## config.mk

```make
export PLATFORM = sky130hd
export DESIGN_NAME = lfu_scan
export DESIGN_NICKNAME = d
export VERILOG_FILES = /design/src/hdl/lfu_cache_table_defines.svh /design/src/hdl/lfu_pkg.sv /design/src/hdl/lfu_scan.sv
export SDC_FILE = /design/constraint.sdc
export NUM_CORES = 1
export LEC_CHECK = 0
export ABC_AREA = 1
export BUFFER_PORTS_ARGS = -buffer_cell sky130_fd_sc_hd__buf_2
export CORE_MARGIN = 4
export CORE_UTILIZATION = 55
export DETAILED_ROUTE_END_ITERATION = 7
export PLACE_DENSITY = 0.86
export SLEW_MARGIN = 20
export SYNTH_ARGS = -nofsm -noshare
export SYNTH_HDL_FRONTEND = slang
export SYNTH_SLANG_ARGS = --single-unit
```

## constraint.sdc

```tcl
create_clock -name i_clk -period 14.7 [get_ports i_clk]
set_clock_uncertainty 0.1 [all_clocks]
set_input_delay 2.94 -clock i_clk [delete_from_list [all_inputs] [get_ports i_clk]]
set_output_delay 2.94 -clock i_clk [all_outputs]
set_load 0.02 [all_outputs]
```

## src/hdl/lfu_cache_table_defines.svh

```systemverilog
// ----------------------------------------------------------------------------
// LFU cache table assertion macros
// Shared property wrappers. Each one is clocked on i_clk and is off while
// i_rst_n is low.
// ----------------------------------------------------------------------------
`ifndef LFU_CACHE_TABLE_DEFINES_SVH
`define LFU_CACHE_TABLE_DEFINES_SVH

// Consequence must hold in the same cycle as the antecedent.
`define LFU_ASSERT_NOW(lbl, ante, cons) \
    lbl: assert property (@(posedge i_clk) disable iff (!i_rst_n) (ante) |-> (cons)) \
        else $error("lfu_cache_table: same-cycle check failed");

// Consequence must hold in the cycle after the antecedent.
`define LFU_ASSERT_NEXT(lbl, ante, cons) \
    lbl: assert property (@(posedge i_clk) disable iff (!i_rst_n) (ante) |=> (cons)) \
        else $error("lfu_cache_table: next-cycle check failed");

`endif

```

## src/hdl/lfu_pkg.sv

```systemverilog
// ----------------------------------------------------------------------------
// LFU cache table package
// Field widths, operation codes and the control groups shared between the
// sequencer and the scan unit.
// ----------------------------------------------------------------------------
package lfu_pkg;

    localparam int KEY_W   = 32;
    localparam int DATA_W  = 32;
    localparam int STAMP_W = 32;
    localparam int CFG_W   = 7;

    localparam logic [CFG_W-1:0] CAP_RESET = 7'd64;

    localparam logic ACT_GET = 1'b0;
    localparam logic ACT_PUT = 1'b1;

    // sequencer to scan unit
    typedef struct packed {
        logic               start;
        logic               eval;
        logic [KEY_W-1:0]   find_key;
        logic [STAMP_W-1:0] stamp_now;
    } t_scan_ctl;

    // scan unit to sequencer
    typedef struct packed {
        logic hit;
        logic free_found;
        logic victim_found;
    } t_scan_sts;

endpackage

```

## src/hdl/lfu_scan.sv

```systemverilog
// ----------------------------------------------------------------------------
// LFU scan unit
// Evaluates one table entry per cycle: first key match, first free entry and
// the eviction victim (lowest count, then oldest stamp, then lowest index).
// ----------------------------------------------------------------------------
module lfu_scan #(
    parameter int ENTRIES    = 64,
    parameter int COUNT_BITS = 16
) (
    input  logic                        i_clk,
    input  logic                        i_rst_n,
    input  lfu_pkg::t_scan_ctl          i_ctl,
    input  logic [((ENTRIES > 1) ? $clog2(ENTRIES) : 1)-1:0] i_idx,
    input  logic                        i_valid,
    input  logic [lfu_pkg::KEY_W-1:0]   i_key,
    input  logic [lfu_pkg::DATA_W-1:0]  i_data,
    input  logic [COUNT_BITS-1:0]       i_count,
    input  logic [lfu_pkg::STAMP_W-1:0] i_stamp,
    output lfu_pkg::t_scan_sts          o_sts,
    output logic [((ENTRIES > 1) ? $clog2(ENTRIES) : 1)-1:0] o_match_idx,
    output logic [lfu_pkg::DATA_W-1:0]  o_match_data,
    output logic [COUNT_BITS-1:0]       o_match_count,
    output logic [((ENTRIES > 1) ? $clog2(ENTRIES) : 1)-1:0] o_free_idx,
    output logic [((ENTRIES > 1) ? $clog2(ENTRIES) : 1)-1:0] o_victim_idx
);
    import lfu_pkg::*;

    localparam int IDX_W = (ENTRIES > 1) ? $clog2(ENTRIES) : 1;

    logic               r_hit;
    logic               r_free;
    logic               r_vfound;
    logic [IDX_W-1:0]   r_match_idx;
    logic [DATA_W-1:0]  r_match_data;
    logic [COUNT_BITS-1:0] r_match_count;
    logic [IDX_W-1:0]   r_free_idx;
    logic [IDX_W-1:0]   r_victim_idx;
    logic [COUNT_BITS-1:0] r_best_count;
    logic [STAMP_W-1:0] r_best_age;

    logic [STAMP_W-1:0] age;
    logic               is_match;
    logic               is_free;
    logic               is_better;

    // age counts back from the current stamp, mod 2^32
    assign age       = i_ctl.stamp_now - i_stamp;
    assign is_match  = i_ctl.eval && i_valid && (i_key == i_ctl.find_key) && !r_hit;
    assign is_free   = i_ctl.eval && !i_valid && !r_free;
    assign is_better = i_ctl.eval && i_valid &&
                       (!r_vfound || (i_count < r_best_count) ||
                        ((i_count == r_best_count) && (age > r_best_age)));

    always_ff @(posedge i_clk) begin
        if (!i_rst_n) begin
            r_hit    <= 1'b0;
            r_free   <= 1'b0;
            r_vfound <= 1'b0;
        end else if (i_ctl.start) begin
            r_hit    <= 1'b0;
            r_free   <= 1'b0;
            r_vfound <= 1'b0;
        end else begin
            if (is_match) begin
                r_hit <= 1'b1;
            end
            if (is_free) begin
                r_free <= 1'b1;
            end
            if (is_better) begin
                r_vfound <= 1'b1;
            end
        end
    end

    always_ff @(posedge i_clk) begin
        if (is_match) begin
            r_match_idx   <= i_idx;
            r_match_data  <= i_data;
            r_match_count <= i_count;
        end
        if (is_free) begin
            r_free_idx <= i_idx;
        end
        if (is_better) begin
            r_victim_idx <= i_idx;
            r_best_count <= i_count;
            r_best_age   <= age;
        end
    end

    assign o_sts.hit          = r_hit;
    assign o_sts.free_found   = r_free;
    assign o_sts.victim_found = r_vfound;
    assign o_match_idx        = r_match_idx;
    assign o_match_data       = r_match_data;
    assign o_match_count      = r_match_count;
    assign o_free_idx         = r_free_idx;
    assign o_victim_idx       = r_victim_idx;

endmodule

```

==> run_results.csv <==
group,metric,value,unit
global_route,grt_pass1_wl,30800,um
finish,drive_above_1_share,0.295,
global_route,grt_overflow,0,
synthesis,synth.most_common_cell,"nand2_1",
sta,fin_crit,6.59,ns
drt,drt-total-wl,19400,um
finish,fin_cells,1292,
hold_path,hp-class,"reg -> reg",
placed_design,place_ws,7.68,ns
placed_design,dpl.hpwl,15700,um
global_route,antenna_found_initial,0,
synthesis,ys_seq_elements,117,
clock_tree,cts_root_buffer,"clkbuf_16",
synthesis,synth_top_family_by_area,"simple AND/OR/NAND/NOR gates",
synthesis,synth-main-ff-cell,"edfxtp_1",
global_route,grt_use_total,0.243,
die,die_area,15700,um^2
drt,dr.pass1.iters,7,
drt,via_per_inst,5.08,
clock_tree,cts_max_path_buffers,2,
clock_tree,clk_latency,0.40,ns
synthesis,syn_area_per_cell,9.08,um^2
placed_design,gp_congestion,0.905,
die,io_pins,256,
sta,tightest_slew,1.02,ns
setup_path,cp-start-kind,"input port",
clock_tree,clock-sinks,117,
setup_path,critPathRequiredTime,14.65,ns
power,p_leak,4.77,nW
placed_design,placed_cells,1261,
clock_tree,cts.repair.resized,0,
finish,fin_util,0.719,
power,ir_worst_vdd,0.0860,mV
setup_path,path_class,"in -> reg",
synthesis,synth_largest_area_cell,"edfxtp_1",
flow_run,maxCapViolCount,0,
sta,final_max_slew_viol_count,0,
synthesis,synthCells,832,
synthesis,synthArstFlopShare,0,
finish,fin_nets,1371,
synthesis,synth_compound_area_frac,0.0774,
sta,setup_viol,0,
die,initial_core_util,0.566,
setup_path,rr_worst_depth,11,
status,status,"finished clean",
synthesis,synth.distinct_cells,39,
global_route,grt_start_max_net_pins,46,
clock_tree,numCtsBuffers,17,
synthesis,synth_top_area_share,0.453,
setup_path,crit_arrival,6.54,ns
synthesis,synth_seq_area_share,0.461,
sta,fmax,152,MHz
synthesis,synth_nets,1099,
finish,synthToLayoutAreaGrowth,27.1,%
synthesis,yosys_warnings,0,
placed_design,portBuffers,255,
synthesis,muxShareOfSynthArea,0,
synthesis,synth_adder_area_share,0.134,
clock_tree,post-cts-setup-buffers,0,
synthesis,synth-edff-count,114,
drt,drc,0,
sta,finalHoldViolCount,0,
global_route,first_global_vias,6373,
drt,wl_per_cell,15.0,um
sta,grt_setup_unrepaired,"false",
sta,fin_crit_sh,0.448,
drt,drt-initial-drc-count,431,
synthesis,syn_area,7550,um^2
synthesis,synth-xor-area-share,0.0520,
power,power.density,102,nW/um^2
synthesis,netlist_top_cells_count,"167 x nand2_1, 148 x inv_1, 114 x edfxtp_1, 79 x ha_1, 61 x nor2_1",
clock_tree,cts_tree,"done",
setup_path,cp_max_fo,36,
setup_path,crit_path_end_kind,"register",
die,fp.dieW,125,um
synthesis,synthTopCellsByArea,"edfxtp_1 45%, ha_1 13%, nand2_1 8.3%",
drt,final_antenna_net_count,0,
die,die_h,125,um
sta,relSlewSlack,0.312,
sta,fin_tns_setup,0,ns
clock_tree,clk_pin_slew,0.05,ns
clock_tree,cts_hold_buf,0,
die,rows,42,
synthesis,yosys.area_share.simple,0.196,
hold_path,holdPathStages,2,
sta,fin_ws,8.11,ns
finish,antenna_cells,0,
drt,vias,6565,
die,core_area,13300,um^2
clock_tree,htreeDepth,4,
## cells by family after synthesis
kind of cell	Yosys count
simple gates	329
buf+inv	158
flops	117
compound gates	104
fa+ha+maj	80
xor+xnor	44
## final timing paths
path	startpoint	end	slack [ns]
max reg2reg	r_best_count[15]	r_best_age[11]	11.71
min	r_hit	r_hit	0.37
min reg2reg	r_hit	r_hit	0.37
max	i_ctl[0]	r_best_age[11]	8.11
## layer usage
layer / part of all wire / vias to the layer above / global-route usage / wire length, um
met1: 0.42 / 2942 / 0.298 / 8090
met3: 0.063 / 39 / 0.0546 / 1230
met2: 0.49 / 273 / 0.423 / 9540
met4: 0.027 / 0 / 0.0848 / 514
met5: 0 / - / 0 / 0
li1: - / 3311 / - / -
## sequential cells by signal (all words and copies together), names as in the netlist
signal	count
r_best_count	16
o_match_idx	6
o_free_idx	6
r_hit	1
o_match_count	16
o_victim_idx	6
r_free	1
o_match_data	32
r_vfound	1
r_best_age	32
## layout by cell type, fill, tap and decap left out, types with 4 or more instances in the layout
cell type and count:
buf_2 255, nand2_1 167, inv_1 148, edfxtp_1 114, ha_1 79, nor2_1 60
a21oi_1 57, nand3_1 39, xor2_1 31, clkbuf_16 17, o21ai_0 16, nor3_1 14
xnor2_1 12, nand2_2 10, nand4_1 9, o21ai_1 8, a21oi_2 6, nor2_2 5
inv_2 5, clkinv_1 5, or2_2 5, clkinv_2 5, o21a_1 4, o21bai_1 4
nand3b_1 4
## worst max-delay path, stage by stage
cell	delay, ns
buf_2	0.07
inv_1	0.03
ha_1	0.21
fa_1	0.41
o21ai_2	0.26
nand2_2	0.09
nand2_4	0.10
nand2_2	0.05
nand3_2	0.09
nand3_1	0.09
nand3_1	0.08
nand2_1	0.08
ha_1	0.28
nand2_1	0.06
nor2_1	0.16
nand2_1	0.10
nor2_1	0.15
nand2_1	0.07
nand2_1	0.05
nand2_1	0.08
a21oi_4	0.53
buf_4	0.51
## layout make-up
class / count / area (um^2)
flip-flops and latches: 117 / 3480
multi-input cells: 557 / 3480
fillers: 1035 / 3750
clock buffers: 18 / 429
inverters: 154 / 578
clock inverters: 13 / 116
repair buffers: 257 / 1290
well taps: 176 / 220
## power breakdown
group / internal [mW] / switching (mW) / total [mW]
combinational: 0.0851 / 0.130 / 0.215
sequential: 0.383 / 0.00277 / 0.386
clock: 0.244 / 0.137 / 0.381
total: 0.712 / 0.269 / 0.981
## stage by stage
step	area (um^2)	hold WS (ns)	power, mW
after global placement	9050	0.358	0.596
after CTS	9600	0.374	0.986
after floorplan	7550	0.349	0.535
final	9600	0.374	0.981
after global routing	9600	0.415	1.03
after detailed placement	9050	0.367	0.603
Note: power is estimated with default switching activity, not from simulation.
